===== src/rtl/mbg_pkg.sv =====
// ----------------------------------------------------------------------------
// mbg_pkg: shared types and constants of the metronome beat generator
// Field widths, tempo and bar limits, reset values and the action codes.
// ----------------------------------------------------------------------------
`default_nettype none

package mbg_pkg;

    // Field widths
    localparam int ACTION_W = 3;
    localparam int DELTA_W  = 5;
    localparam int TEMPO_W  = 9;
    localparam int BAR_W    = 6;
    localparam int POS_W    = 5;
    localparam int CNT_W    = 16;

    // Legal ranges
    localparam int MAX_TEMPO = 500;
    localparam int MAX_BAR   = 32;

    // Milliseconds per minute, the dividend of the countdown reload on each strike
    localparam logic [CNT_W-1:0] MS_PER_MINUTE = CNT_W'(60000);

    // Reset values
    localparam logic [TEMPO_W-1:0] TEMPO_RESET = TEMPO_W'(80);
    localparam logic [BAR_W-1:0]   BAR_RESET   = BAR_W'(4);

    // Action codes
    typedef logic [ACTION_W-1:0] t_action;
    localparam t_action ACT_TICK   = 3'd0;
    localparam t_action ACT_TOGGLE = 3'd1;
    localparam t_action ACT_BAR    = 3'd2;
    localparam t_action ACT_TEMPO  = 3'd3;
    localparam t_action ACT_STOP   = 3'd4;

endpackage

`default_nettype wire


===== src/rtl/metronome_beat_generator_top.sv =====
// ----------------------------------------------------------------------------
// metronome_beat_generator_top: metronome with bar accent
// Takes millisecond ticks and button events, emits one status transaction per
// input transaction with strike and accent flags.
// ----------------------------------------------------------------------------
// Every input transaction produces exactly one result, loaded into the output
// register in the cycle the transaction is accepted. A tick that sounds a
// strike also reloads the countdown with 60000 / tempo, computed by a
// restoring divider that settles one quotient bit per cycle, so such a tick
// keeps the input stalled until the divider is done. A new transaction is
// also held off while the previous result is still waiting in the output
// register and stalled.
`default_nettype none

module metronome_beat_generator_top
    import mbg_pkg::*;
(
    input  wire                       i_clk,
    input  wire                       i_rst_n,
    // input channel
    input  wire                       i_valid,
    output logic                      o_stall,
    input  wire  [ACTION_W-1:0]       i_action,
    input  wire  signed [DELTA_W-1:0] i_delta,
    // output channel
    output logic                      o_valid,
    input  wire                       i_stall,
    output logic                      o_strike,
    output logic                      o_accent,
    output logic [TEMPO_W-1:0]        o_tempo_bpm,
    output logic [BAR_W-1:0]          o_beats_per_bar,
    output logic                      o_running
);

    localparam int DIV_CNT_W = $clog2(CNT_W);
    localparam int TSUM_W    = TEMPO_W + 2;
    localparam int BSUM_W    = BAR_W + 2;

    localparam logic signed [TSUM_W-1:0] TEMPO_LO = TSUM_W'(1);
    localparam logic signed [TSUM_W-1:0] TEMPO_HI = TSUM_W'(MAX_TEMPO);
    localparam logic signed [BSUM_W-1:0] BAR_LO   = BSUM_W'(0);
    localparam logic signed [BSUM_W-1:0] BAR_HI   = BSUM_W'(MAX_BAR);

    // Sequencer states
    localparam logic S_IDLE = 1'b0;
    localparam logic S_DIV  = 1'b1;

    logic                  r_state, n_state;
    logic [DIV_CNT_W-1:0]  r_div_cnt, n_div_cnt;
    logic [TEMPO_W-1:0]    r_rem, n_rem;
    logic [TEMPO_W-1:0]    r_tempo, n_tempo;
    logic [BAR_W-1:0]      r_bar, n_bar;
    logic [POS_W-1:0]      r_pos, n_pos;
    logic                  r_active, n_active;
    logic [CNT_W-1:0]      r_countdown, n_countdown;

    logic                  r_out_valid, n_out_valid;
    logic                  r_strike, n_strike;
    logic                  r_accent, n_accent;

    logic                  accept;
    logic                  out_free;
    logic signed [TSUM_W-1:0] tempo_sum;
    logic signed [BSUM_W-1:0] bar_sum;
    logic [BAR_W-1:0]      pos_inc;
    logic [TEMPO_W:0]      trial;
    logic                  q_bit;

    // Take a transaction only when idle and the output register can be loaded
    assign out_free = !r_out_valid || !i_stall;
    assign o_stall  = !((r_state == S_IDLE) && out_free);
    assign accept   = i_valid && !o_stall;

    // Clamped adders and beat advance
    assign tempo_sum = $signed({2'b00, r_tempo})
                     + $signed({{(TSUM_W-DELTA_W){i_delta[DELTA_W-1]}}, i_delta});
    assign bar_sum   = $signed({2'b00, r_bar})
                     + $signed({{(BSUM_W-DELTA_W){i_delta[DELTA_W-1]}}, i_delta});
    assign pos_inc   = {1'b0, r_pos} + BAR_W'(1);

    // Divider step: shift one dividend bit in, subtract if it fits
    assign trial = {r_rem, MS_PER_MINUTE[r_div_cnt]};
    assign q_bit = (trial >= {1'b0, r_tempo});

    always_comb begin
        n_state     = r_state;
        n_div_cnt   = r_div_cnt;
        n_rem       = r_rem;
        n_tempo     = r_tempo;
        n_bar       = r_bar;
        n_pos       = r_pos;
        n_active    = r_active;
        n_countdown = r_countdown;
        n_strike    = r_strike;
        n_accent    = r_accent;
        n_out_valid = r_out_valid && i_stall;

        unique case (r_state)
            S_IDLE: begin
                if (accept) begin
                    n_strike = 1'b0;
                    n_accent = 1'b0;
                    unique case (i_action)
                        ACT_TICK: begin
                            if (r_active) begin
                                if (r_countdown <= CNT_W'(1)) begin
                                    n_strike = 1'b1;
                                    n_accent = (r_pos == '0) && (r_bar != '0);
                                    if (pos_inc >= r_bar) begin
                                        n_pos = '0;
                                    end else begin
                                        n_pos = pos_inc[POS_W-1:0];
                                    end
                                    // launch the countdown reload
                                    n_state     = S_DIV;
                                    n_div_cnt   = DIV_CNT_W'(CNT_W - 1);
                                    n_rem       = '0;
                                    n_countdown = '0;
                                end else begin
                                    n_countdown = r_countdown - CNT_W'(1);
                                end
                            end
                        end
                        ACT_TOGGLE: begin
                            if (r_active) begin
                                n_active    = 1'b0;
                                n_countdown = '0;
                            end else begin
                                n_pos       = '0;
                                n_active    = 1'b1;
                                n_countdown = CNT_W'(1);
                            end
                        end
                        ACT_BAR: begin
                            if (bar_sum < BAR_LO) begin
                                n_bar = '0;
                            end else if (bar_sum > BAR_HI) begin
                                n_bar = BAR_HI[BAR_W-1:0];
                            end else begin
                                n_bar = bar_sum[BAR_W-1:0];
                            end
                        end
                        ACT_TEMPO: begin
                            if (tempo_sum < TEMPO_LO) begin
                                n_tempo = TEMPO_LO[TEMPO_W-1:0];
                            end else if (tempo_sum > TEMPO_HI) begin
                                n_tempo = TEMPO_HI[TEMPO_W-1:0];
                            end else begin
                                n_tempo = tempo_sum[TEMPO_W-1:0];
                            end
                        end
                        ACT_STOP: begin
                            n_active    = 1'b0;
                            n_countdown = '0;
                        end
                        default: begin
                        end
                    endcase
                    n_out_valid = 1'b1;
                end
            end
            S_DIV: begin
                // shift the quotient bit straight into the countdown
                if (q_bit) begin
                    n_rem = trial[TEMPO_W-1:0] - r_tempo;
                end else begin
                    n_rem = trial[TEMPO_W-1:0];
                end
                n_countdown = {r_countdown[CNT_W-2:0], q_bit};
                if (r_div_cnt == '0) begin
                    n_state = S_IDLE;
                end else begin
                    n_div_cnt = r_div_cnt - DIV_CNT_W'(1);
                end
            end
            default: begin
                n_state = S_IDLE;
            end
        endcase
    end

    // Control and state registers
    always_ff @(posedge i_clk) begin
        if (!i_rst_n) begin
            r_state     <= S_IDLE;
            r_div_cnt   <= '0;
            r_tempo     <= TEMPO_RESET;
            r_bar       <= BAR_RESET;
            r_pos       <= '0;
            r_active    <= 1'b0;
            r_countdown <= '0;
            r_out_valid <= 1'b0;
        end else begin
            r_state     <= n_state;
            r_div_cnt   <= n_div_cnt;
            r_tempo     <= n_tempo;
            r_bar       <= n_bar;
            r_pos       <= n_pos;
            r_active    <= n_active;
            r_countdown <= n_countdown;
            r_out_valid <= n_out_valid;
        end
    end

    // Payload registers
    always_ff @(posedge i_clk) begin
        r_rem    <= n_rem;
        r_strike <= n_strike;
        r_accent <= n_accent;
    end

    // Drive the output channel; status fields show the live state, which only
    // changes when the result register is loaded
    assign o_valid         = r_out_valid;
    assign o_strike        = r_strike;
    assign o_accent        = r_accent;
    assign o_tempo_bpm     = r_tempo;
    assign o_beats_per_bar = r_bar;
    assign o_running       = r_active;

endmodule

`default_nettype wire


===== config.mk =====
export PLATFORM = sky130hd
export DESIGN_NAME = metronome_beat_generator_top
export DESIGN_NICKNAME = d
export VERILOG_FILES = /design/src/rtl/mbg_pkg.sv /design/src/rtl/metronome_beat_generator_top.sv
export SDC_FILE = /design/constraint.sdc
export NUM_CORES = 1
export LEC_CHECK = 0
export BUFFER_PORTS_ARGS = -buffer_cell sky130_fd_sc_hd__clkbuf_2
export CAP_MARGIN = 30
export CELL_PAD_IN_SITES_DETAIL_PLACEMENT = 1
export CELL_PAD_IN_SITES_GLOBAL_PLACEMENT = 1
export CORE_MARGIN = 4
export CORE_UTILIZATION = 35
export CTS_CLUSTER_SIZE = 8
export DETAILED_ROUTE_END_ITERATION = 10
export PLACE_DENSITY_LB_ADDON = 0.2
export SYNTH_ARGS = -nofsm -noshare
export SYNTH_HDL_FRONTEND = slang
export SYNTH_SLANG_ARGS = --single-unit

===== constraint.sdc =====
create_clock -name i_clk -period 5.73 [get_ports i_clk]
set_input_delay 1.146 -clock i_clk [delete_from_list [all_inputs] [get_ports i_clk]]
set_output_delay 1.146 -clock i_clk [all_outputs]
set_load 0.03 [all_outputs]

======== Yosys cells after proc, flatten, opt, wreduce, memory -nomap -nowiden ========
Memory sizes are Yosys's and may differ from the RTL's. A register that Yosys moved wholly into a read port is not among the register bits.
Cells that the tools add are included.
cells by class
  $add $sub $neg .......................... 6
  eq/ne operators ......................... 14
  order comparisons ....................... 8
  reductions and logical operators ........ 23
  muxes and demuxes ....................... 40
  bitwise operators ....................... 1
operators with widths
  cell                                                                               number
  9-bit two-way mux                                                                  7
  16-bit two-way mux                                                                 3
  16-bit one-hot mux with 3 select lines                                             1
  16-bit one-hot mux with 2 select lines                                             1
  4-bit two-way mux                                                                  7
  5-bit two-way mux                                                                  4
  9-bit one-hot mux with 2 select lines                                              1
  16-bit by 1-bit less-or-equal comparator with 1-bit output, second input constant  1
  16-bit by 1-bit subtractor with 16-bit output, second input constant               1
  3-bit AND reduction                                                                5
  6-bit two-way mux                                                                  2
  2-bit != test, second input constant                                               6
  10-bit by 5-bit adder with 11-bit output                                           1
  11-bit by 10-bit greater-than comparator with 1-bit output, second input constant  1
  11-bit by 2-bit < comparator with 1-bit output, second input constant              1
  10-bit by 9-bit greater-or-equal comparator with 1-bit output                      1
  1-bit two-way mux                                                                  10
  5-bit one-hot mux with 2 select lines                                              1
  9-bit subtractor                                                                   1
  7-bit by 5-bit adder with 8-bit output                                             1
  8-bit by 7-bit greater-than comparator with 1-bit output, second input constant    1
  8-bit by 1-bit < comparator with 1-bit output, second input constant               1
  4-bit one-hot mux with 2 select lines                                              1
  5-bit by 1-bit adder with 6-bit output, second input constant                      1
  23 further kinds                                                                   32
storage, ports and cells
  word-level logic and storage cells ...... 104
  output and inout bits ................... 20
  input port bits ......................... 12
  flip-flop bits (word level) ............. 54
  memories kept ........................... 1
  bits in read-only memories .............. 16
memory list
  memory            words  width  read ports  clocked after Yosys merged registers in  wr ports  RTL line                            text
  (name not given)  16     1      1           1                                        0         metronome_beat_generator_top.sv:82  assign trial = {r_rem, MS_PER_MINUTE[r_div_cnt]};

======== Logic depth before layout (Yosys ltp) ========
Gate-level depths: netlist of run 1.
  depth in word-level cells ............... 8
  depth in mapped cells ................... 12
  mapped depth without buffers ............ 12

======== Worst setup path before layout of run 1 ========
OpenSTA, ideal clock, no wires.
  path type ............................... input to register
  from .................................... input port i_delta[0]
  to ...................................... register r_tempo[4] (netlist: o_tempo_bpm[4])
  slack ................................... 2.225 ns
  arrival time ............................ 3.362 ns
  library setup time ...................... 0.143 ns
  cell stages on the path ................. 9
  buffers on the path ..................... 0
  required time ........................... 5.587 ns
  path through ............................ ha_1 > fa_1 > a21o_1 > a21oi_1 > xnor2_1 > or4_1 > or4_1 > o211ai_2 > o221ai_1
between the ends
  word-level cells in the longest chain between the ends .. 4
  elaborated cells between the ends (all ways) .. 5
  those cells by class .................... add/sub: 1; order compare: 2; mux: 2
ends and longest elaborated chain
  what                                                        RTL line                             text
  start: declaration                                          metronome_beat_generator_top.sv:24   input wire signed [DELTA_W-1:0] i_delta,
  10-bit by 5-bit adder with 11-bit output (*)                metronome_beat_generator_top.sv:76   + $signed({{(TSUM_W-DELTA_W){i_delta[DELTA_W-1]}}, i_delta});
  11-bit by 10-bit greater-than comparator with 1-bit output  metronome_beat_generator_top.sv:146  end else if (tempo_sum > TEMPO_HI) begin
  9-bit two-way mux                                           metronome_beat_generator_top.sv:146
  9-bit two-way mux (*)                                       metronome_beat_generator_top.sv:144  if (tempo_sum < TEMPO_LO) begin
  end signal: assignment                                      metronome_beat_generator_top.sv:196  r_tempo <= n_tempo;
  end: declaration                                            metronome_beat_generator_top.sv:51   logic [TEMPO_W-1:0] r_tempo, n_tempo;
Mark *: on every way between the ends. The rest lies on a longest branch, timed or not.
A chain may end at the register's enable or synchronous reset.

======== Worst setup path after layout of run 1 ========
  from .................................... input port i_delta[4]
  to ...................................... register r_tempo[4] (netlist: o_tempo_bpm[4])
The elaborated chain is that of the path after synthesis.

==> reports/metrics.cfg, run 1 <==
[run_status]
status=finished, final reports clean

[synthesis]
synth_top_area_share_pct=21.1
yosysWarnings=0
synthTopCellsByArea=dfxtp_1, ha_1, edfxtp_1
synth_common_cells=nor2_1, nand2_1, dfxtp_1, a21oi_1, ha_1
seq_area_frac_synth_pct=29.0
ys_types=80
syn_inst=505
syn-num-nets=558
post-synth-top-count-cell=nor2_1
synth.avg_cell_area_um2=8.27
synth_area_leader_cell=dfxtp_1
synth-edff-count=11
synth_flop_cell=dfxtp_1
ys_async_sr_fraction_pct=0
ys_seq_elements=55
synth_area_um2=4180

[sta]
tightest_slew_ns=0.894
rsz0062_at_grt=false
finalSetupViolCount=0
relSlewSlack_pct=40.0
fin_worst_skew_ns=0.0111
max_freq_ghz=0.273
slew_viol_final=0
post-route-min-period_ns=3.66
holdWs_ns=0.499
hold_viol=0
fin_tns_setup_ns=0
period_share_pct=63.9

[global_routing]
antenna_found_initial=0
grt_pass1_wl_um=19500
gr-usage-all-layers_pct=17.5
grt_pass1_vias=4051
grt_max_degree=26
gr-total-overflow=0

[floorplanning]
die_y_um=117
coreArea_um2=11600
dieArea_um2=13700
ioPinCount=32
placementRows=39
die_width_um=117
start_util_pct=36.1

[drt]
totalWireLength_um=11100
wl_per_cell_um=16.5
num_vias=3847
dr.first_iter.drc_count=184
firstDrtPassIters=4
drtAntennaViolNets=0
viasPerCell=5.71
drc=0

[clock_network]
clock_sinks=55
cts_htree_levels=2
cts-root-buf=clkbuf_16
cts_buffers=5
hold_buffers=0
cts_buffer_depth=2
cts_tree=built
cts_resized=0
postCtsSetupBuffers=0
clk_pin_slew_ns=0.06
clkLatencyLatePin_ns=0.31

[cells_and_area]
drive_above_1_share_pct=12.6
nets=583
fin_util_pct=39.8
syn_to_final_growth_pct=10.2
finalInstanceArea_um2=4600
antennaDiodeCount=0

[placed_design]
dp.final_hpwl_um=8530
gp_congestion=0.794
io_buffer_count=31
postPlaceCellArea_um2=4460

[worst_setup_path]
path_common_cell=or4_1
critPathMaxStageDelay_ns=0.53
crit_chain=clkbuf_2 > ha_1 > nand2_1 > o31a_1 > xnor2_1 > or4_1 > or4_1 > o211ai_2 > o221ai_1
path_class=input pin to flop
cp_max_fo=18
cp.required_ns=5.88
arrival_ns=3.82
cp_top_family=simple AND/OR/NAND/NOR gates
startpoint_type=input pin
slowest_stage=or4_1
cp-end-kind=flop
worst-path-buf-inv=1

[pwr]
vdd_drop_max_uv=133
p_total_mw=1.12
leakagePower_nw=1.85
p_per_area_nw_per_um2=243

[job]
cap_viol_max_count=0

[hold_path]
hold_path.class=flop to flop

## where the power goes
part / switching (mW) / internal (mW) / total, mW
combinational: 0.246 / 0.127 / 0.373
sequential: 0.0238 / 0.412 / 0.436
clock: 0.148 / 0.162 / 0.310
total: 0.418 / 0.701 / 1.12
## logic make-up (layout without fill, tap and decap cells)
| logic type | Yosys count | count (layout) | share of synthesized area, % |
|---|---|---|---|
| xor gates and xnor gates | 20 | 20 | 4.19 |
| muxes | 2 | 2 | 0.509 |
| buffers and inverters | 51 | 77 | 4.88 |
| DFF | 55 | 55 | 29.0 |
| AOI/OAI and AO/OA | 152 | 152 | 25.9 |
| and+or+nand+nor | 184 | 184 | 22.7 |
| adders and majority gates | 41 | 41 | 12.8 |
## tightest hold or removal path, cell delays in order, from the launching register on
cell and delay, ns:
dfxtp_1 0.34, nand2_1 0.06, a21oi_1 0.05
## path summary, 6_finish.rpt
check	start	endpoint	slack, ns	cells past startpoint
hold / removal	o_tempo_bpm[8]$_SDFFE_PN0P_	o_tempo_bpm[8]$_SDFFE_PN0P_	0.50	2
setup reg to reg	r_countdown[8]$_SDFFE_PN0P_	trial[0]$_DFF_P_	2.54	10
setup / recovery	i_delta[4]	o_tempo_bpm[4]$_SDFFE_PN1P_	2.07	9
hold reg to reg	o_tempo_bpm[8]$_SDFFE_PN0P_	o_tempo_bpm[8]$_SDFFE_PN0P_	0.50	2
## metrics by stage
step	setup WS [ns]	std cells
final	2.07	674
after global routing	1.95	674
after global placement	1.88	666
after CTS	2.09	674
after floorplan	2.22	505
after detailed placement	1.77	666
## layout by cell type, fill, tap and decap left out, drive strengths merged, types with 17 or more instances in the layout
cell type / n
nor2: 47
dfxtp: 44
nor3: 17
clkbuf: 37
a21oi: 39
o21ai: 28
nand2: 47
inv: 35
ha: 38
## layer usage
| layer | global-route usage, % | part of all wire, % | wire (µm) |
|---|---|---|---|
| met1 | 23.0 | 48 | 5340 |
| met2 | 29.9 | 48 | 5320 |
| met3 | 3.70 | 3.2 | 360 |
| met4 | 3.44 | 0.82 | 91 |
| met5 | 0 | 0 | 0 |
## sequential cells by signal (all words and copies together) (netlist names), 4 cells and up
signal and cells:
r_countdown 16, o_beats_per_bar 6, r_div_cnt 4, o_tempo_bpm 9
r_rem 9, r_pos 5
## layout make-up
| type | count | area (µm²) |
|---|---|---|
| Tap cell | 143 | 179 |
| Multi-Input combinational cell | 399 | 2760 |
| Clock inverter | 2 | 12.5 |
| Clock buffer | 6 | 129 |
| Sequential cell | 55 | 1210 |
| Inverter | 35 | 131 |
| Fill cell | 1400 | 6960 |
| Timing Repair Buffer | 34 | 178 |
No activity file was read; power rests on OpenSTA's default activity.
==> inputs of run 2 (changes only) <==
--- a/config.mk
+++ b/config.mk
@@ -5,6 +5,7 @@
 export SDC_FILE = /design/constraint.sdc
 export NUM_CORES = 1
 export LEC_CHECK = 0
+export ABC_AREA = 1
 export BUFFER_PORTS_ARGS = -buffer_cell sky130_fd_sc_hd__clkbuf_2
 export CAP_MARGIN = 30
 export CELL_PAD_IN_SITES_DETAIL_PLACEMENT = 1
==> constraint.sdc (replaced) <==
create_clock -name i_clk -period 3 [get_ports i_clk]
set_input_delay 0.6 -clock i_clk [delete_from_list [all_inputs] [get_ports i_clk]]
set_output_delay 0.6 -clock i_clk [all_outputs]
set_load 0.03 [all_outputs]
==> run 2 against run 1 <==
- design area is 3.5% higher
- worst setup slack worse by 1.5 ns
- die area up 2.6%
- register-to-register slack lost 2.0 ns
- clock-buffer cell count is 1 higher
- sequential share of layout area fell by 0.89 points
- non-clock buffer count up 2
- via count grew 3.9%
- critical path type is now flop to flop
- largest power group is now combinational cells
==> reports/metrics.cfg, run 2 <==
[synthesis]
ys_async_sr_fraction_pct=0
ys_types=46
synth_area_leader_cell=dfxtp_1
synth-edff-count=11
synth_common_cells=nand2_1, inv_1, a21oi_1, nor2_1, dfxtp_1
syn_inst=603
synth.avg_cell_area_um2=7.12
synth_flop_cell=dfxtp_1
synthTopCellsByArea=dfxtp_1, nand2_1, ha_1
synth_area_um2=4290
post-synth-top-count-cell=nand2_1
syn-num-nets=656
yosysWarnings=0
synth_top_area_share_pct=20.5
ys_seq_elements=55
seq_area_frac_synth_pct=28.2

[hold_path]
min_to=r_pos[4]$_SDFFE_PN0P_
hold_path.class=flop to flop
hold_start=r_pos[4]$_SDFFE_PN0P_
hold_depth=2

[sta]
finalSetupViolCount=0
post-route-min-period_ns=2.42
hold_viol=0
relSlewSlack_pct=68.9
slew_viol_final=0
max_freq_ghz=0.413
fin_tns_setup_ns=0
period_share_pct=80.6
fin_worst_skew_ns=0.00702
rsz0062_at_grt=false
tightest_slew_ns=0.463
fin_ws_ns=0.581

[worst_setup_path]
path_common_cell=nand2_1
cp.required_ns=3.14
path_class=flop to flop
cp_max_fo=19
crit_chain=ha_1 > fa_1 > o21ai_1 > nand2_1 > o211ai_1 > nand2_1 > nand2_2 > o21ai_0 > a21oi_1
r2r_start=o_tempo_bpm[0]$_SDFFE_PN0P_
r2r_cells=9
critPathMaxStageDelay_ns=0.42
reg2reg_slack_ns=0.58
cp_top_family=compound AO/OA/AOI/OAI gates
cp-end-kind=flop
worst-path-buf-inv=0
slowest_stage=fa_1
arrival_ns=2.55
startpoint_type=flop
r2r_end=r_rem[7]$_SDFFCE_PN0P_

[cells_and_area]
layout_common_cells=nand2_1, inv_1, a21oi_1
largest_register=r_countdown
syn_to_final_growth_pct=11.0
largest_reg_flops=16
mostFrequentLayoutCell=nand2_1
nets=690
antennaDiodeCount=0
drive_above_1_share_pct=12.7

[global_routing]
gr-usage-all-layers_pct=17.0
grt_pass1_wl_um=19800
antenna_found_initial=0
gr-total-overflow=0
grt_pass1_vias=4066
grt_max_degree=27

[clock_network]
hold_buffers=0
clock_sinks=55
cts_resized=0
postCtsSetupBuffers=0
clkLatencyLatePin_ns=0.30
cts_tree=built
cts-root-buf=clkbuf_16
cts_buffer_depth=2
clk_pin_slew_ns=0.07
cts_htree_levels=2
cts_buffers=5

[pwr]
seqPwrFrac_pct=32.8
p_comb_share_pct=46.4
vdd_drop_max_uv=371
p_clk_share_pct=20.9
power_switching_mw=1.15
leakagePower_nw=2.14
p_int_mw=1.60
p_per_area_nw_per_um2=579
p_sw_share_pct=41.8

[drt]
drtAntennaViolNets=0
wl_per_cell_um=14.7
num_vias=3996
drc=0
dr.first_iter.drc_count=161
viasPerCell=5.09
firstDrtPassIters=4
totalWireLength_um=11500

[floorplanning]
start_util_pct=35.7
dieArea_um2=14100
coreArea_um2=12000
placementRows=40
ioPinCount=32
die_y_um=119
die_width_um=119

[placed_design]
post-place-ws_ns=0.277
io_buffer_count=31
gp_congestion=0.859
dp.final_hpwl_um=9280

[job]
cap_viol_max_count=0

[run_status]
status=finished, final reports clean

run 2: cell types whose count changed in the layout (fill, tap and decap cells not counted), moves of 9 or more:
| cell | change |
|---|---|
| a21o_1 | -9 |
| inv_1 | +42 |
| a21oi_1 | +14 |
| nand4_1 | +13 |
| nand2_1 | +101 |
| nand3_1 | +21 |
run 2: worst min-delay path: cells and delay by family (launching register included):
family / cells / cell delay [ns]
compound gates: 1 / 0.05
flops: 1 / 0.31
simple gates: 1 / 0.06
run 2: worst max-delay path by stage:
stage / startpoint / end / slack (ns) / depth (start not counted)
after global routing: o_tempo_bpm[0]$_SDFFE_PN0P_ / r_rem[7]$_SDFFCE_PN0P_ / 0.35 / 9
final: o_tempo_bpm[0]$_SDFFE_PN0P_ / r_rem[7]$_SDFFCE_PN0P_ / 0.58 / 9
after detailed placement: i_delta[0] / o_tempo_bpm[1]$_SDFFE_PN0P_ / 0.28 / 13
after global placement: i_delta[0] / o_tempo_bpm[1]$_SDFFE_PN0P_ / 0.36 / 13
after CTS: o_tempo_bpm[0]$_SDFFE_PN0P_ / r_rem[7]$_SDFFCE_PN0P_ / 0.55 / 9
after floorplan: i_delta[0] / o_tempo_bpm[1]$_SDFFE_PN0P_ / 0.61 / 12
run 2: routing by layer:
| metal | global-route usage [%] | up-vias | wire length, µm |
|---|---|---|---|
| met3 | 2.78 | 14 | 202 |
| met5 | 0 | - | 0 |
| li1 | - | 2071 | - |
| met1 | 22.0 | 1882 | 5560 |
| met2 | 29.3 | 29 | 5550 |
| met4 | 4.42 | 0 | 209 |
run 2: area by class of cell:
type	instances	area, µm²
inverter	84	318
clock buffer	7	133
tap	147	184
clock inverter	1	5.00
sequential	55	1210
timing repair buffer	36	193
fill	1555	7250
multi-input combinational	455	2720
run 2: power by group through the flow:
stage                     registers (mW)  logic (mW)  clock network, mW
final                              0.904        1.28              0.575
after floorplan                    0.912        1.02                  0
after CTS                          0.904        1.30              0.603
after global routing               0.920        1.46              0.633
after detailed placement           0.920        1.29                  0
after global placement             0.918        1.26                  0
run 2: logic make-up (layout without fill, tap and decap cells):
| family | Yosys count | count (layout) | share of synthesized area [%] |
|---|---|---|---|
| AND/OR/NAND/NOR | 275 | 275 | 29.5 |
| AO/OA/AOI/OAI | 112 | 112 | 15.7 |
| buffers and inverters | 93 | 128 | 8.40 |
| flip-flops | 55 | 55 | 28.2 |
| adder cells (fa/ha/maj) | 41 | 41 | 12.5 |
| XOR/XNOR | 27 | 27 | 5.69 |
run 2: through the flow:
step | util [%] | instances | total power [mW] | cell area (µm²) | hold slack [ns]
floorplan | - | 603 | 1.93 | 4290 | 0.445
global placement | 38.5 | 777 | 2.18 | 4630 | 0.456
detailed placement | 38.5 | 777 | 2.21 | 4630 | 0.460
CTS | 39.7 | 785 | 2.81 | 4760 | 0.470
global route | 39.7 | 785 | 3.01 | 4760 | 0.484
finish | 39.7 | 785 | 2.76 | 4760 | 0.467
==> inputs of run 3 (changes only) <==
==> constraint.sdc (replaced) <==
create_clock -name i_clk -period 2 [get_ports i_clk]
set_input_delay 0.4 -clock i_clk [delete_from_list [all_inputs] [get_ports i_clk]]
set_output_delay 0.4 -clock i_clk [all_outputs]
set_load 0.03 [all_outputs]
==> run 3 against run 2 <==
- the run now ends with negative setup slack left
- clock-buffer cell count down 2
- largest cell class unchanged
- design area up 39%
- worst setup slack worse by 0.80 ns
- critical path depth up 3
- largest power group unchanged
- clock skew about the same
- non-clock buffer count up 139
- maximum frequency up 9.3%
- sequential share of layout area down 6.5 points
==> reports/metrics.cfg, run 3 (synthesized netlist as in run 2, its figures left out) <==
[run_status]
status=finished, violations left
violations=negative setup slack

[drt]
top_layer=met4
dr.first_iter.drc_count=138
num_vias=4771
viasPerCell=5.16
drc=0
firstDrtPassIters=4
met2_length_um=8490
wl_per_cell_um=16.8
totalWireLength_um=15600
wl_met3_um=280
met1_length_um=6590
drtAntennaViolNets=0

[clock_network]
cts-root-buf=clkbuf_16
clkLatencyLatePin_ns=0.30
cts_tree=built
cts_htree_levels=2
cts_buffer_depth=2
clk_pin_slew_ns=0.08
cts_buffers=5
clock_sinks=55

[floorplanning]
die_y_um=119
die_width_um=119
dieArea_um2=14100
ioPinCount=32
placementRows=40
start_util_pct=35.7
coreArea_um2=12000

[worst_setup_path]
startpoint_type=flop
slowest_stage=fa_2
cp.required_ns=2.21
crit_chain=ha_4 > fa_2 > nand3_2 > nand2_2 > nand2_4 > nand2_4 > a21oi_4 > xor2_2 > nand2_2 > nor2_4 > nand3_2 > a21oi_1
critPathMaxStageDelay_ns=0.39
arrival_ns=2.43
path_class=flop to flop
cp_max_fo=5
cp_top_family=simple AND/OR/NAND/NOR gates
worst-path-buf-inv=0
cp-end-kind=flop

[cells_and_area]
largest_reg_flops=16
nets=830
mostFrequentLayoutCell=buf_4
layout_common_cells=buf_4, nand2_1, inv_1
largest_register=r_countdown
syn_to_final_growth_pct=54.1
antennaDiodeCount=0
drive_above_1_share_pct=44.9

[sta]
post-route-min-period_ns=2.21
finalSetupViolCount=28
fin_worst_skew_ns=0.00696
holdWs_ns=0.481
max_freq_ghz=0.452
tightest_slew_ns=0.422
fin_ws_ns=-0.214
rsz0062_at_grt=true
hold_viol=0
slew_viol_final=0
period_share_pct=111
relSlewSlack_pct=71.8

[pwr]
p_per_area_nw_per_um2=775
leakagePower_nw=2.99
p_total_mw=5.13
vdd_drop_max_uv=583

[placed_design]
gp_congestion=0.822
io_buffer_count=31
dp.final_hpwl_um=10800

[global_routing]
gr-usage-all-layers_pct=21.3
grt_pass1_vias=5259
gr-total-overflow=0
antenna_found_initial=0
grt_max_degree=35
grt_pass1_wl_um=25100

[hold_path]
hold_path.class=flop to flop

[job]
cap_viol_max_count=0

run 3: repair_timing:
action | 4_1_cts | 5_1_grt
gates resized for setup | 84 | 78
setup buffers | 18 | 16
gates cloned | 3 | 2
hold buffers | 0 | 0
pin swaps | 44 | 38
setup endpoints to repair | 31 | 52
run 3: path summary, 6_finish.rpt:
kind                            cells past startpoint                          end                        start  slack (ns)
worst min-delay path                                2        r_pos[4]$_SDFFE_PN0P_        r_pos[4]$_SDFFE_PN0P_        0.48
worst max register to register                     12  o_tempo_bpm[1]$_SDFFE_PN0P_  o_tempo_bpm[0]$_SDFFE_PN0P_       -0.21
worst max-delay path                               12  o_tempo_bpm[1]$_SDFFE_PN0P_  o_tempo_bpm[0]$_SDFFE_PN0P_       -0.21
worst min register to register                      2        r_pos[4]$_SDFFE_PN0P_        r_pos[4]$_SDFFE_PN0P_        0.48
run 3: power by group:
part,internal [mW],switching [mW]
clock network,0.465,0.426
logic,1.36,1.55
registers,1.23,0.0900
run 3: per-stage QoR:
stage | std cells | utilization, % | cell area (µm²) | setup WS [ns] | TNS (ns)
3_3_place_gp | 884 | 45.8 | 5500 | -0.316 | -5.75
2_1_floorplan | 603 | - | 4340 | -0.0930 | -0.391
3_5_place_dp | 884 | 45.8 | 5500 | -0.436 | -8.25
4_1_cts | 912 | 51.4 | 6170 | -0.191 | -3.12
5_1_grt | 925 | 55.1 | 6610 | -0.331 | -7.07
6_report | 925 | 55.1 | 6610 | -0.214 | -3.25
run 3: tightest hold or removal path, delay by kind of cell, from the launching register on:
family | cells | cell delay (ns)
flops | 1 | 0.32
simple gates | 1 | 0.06
compound gates | 1 | 0.06
run 3: layout make-up:
class,count,area [µm²]
repair buffers,175,1360
fillers,1479,5400
clock buffers,5,125
flip-flops and latches,55,1250
multi-input cells,456,3360
well taps,147,184
inverters,84,318
clock inverters,3,17.5
run 3: metal layers:
metal	up-vias	global-route usage, %
met1	2353	25.4
met2	46	40.4
met4	0	5.29
met5	-	0
met3	19	2.30
li1	2353	-
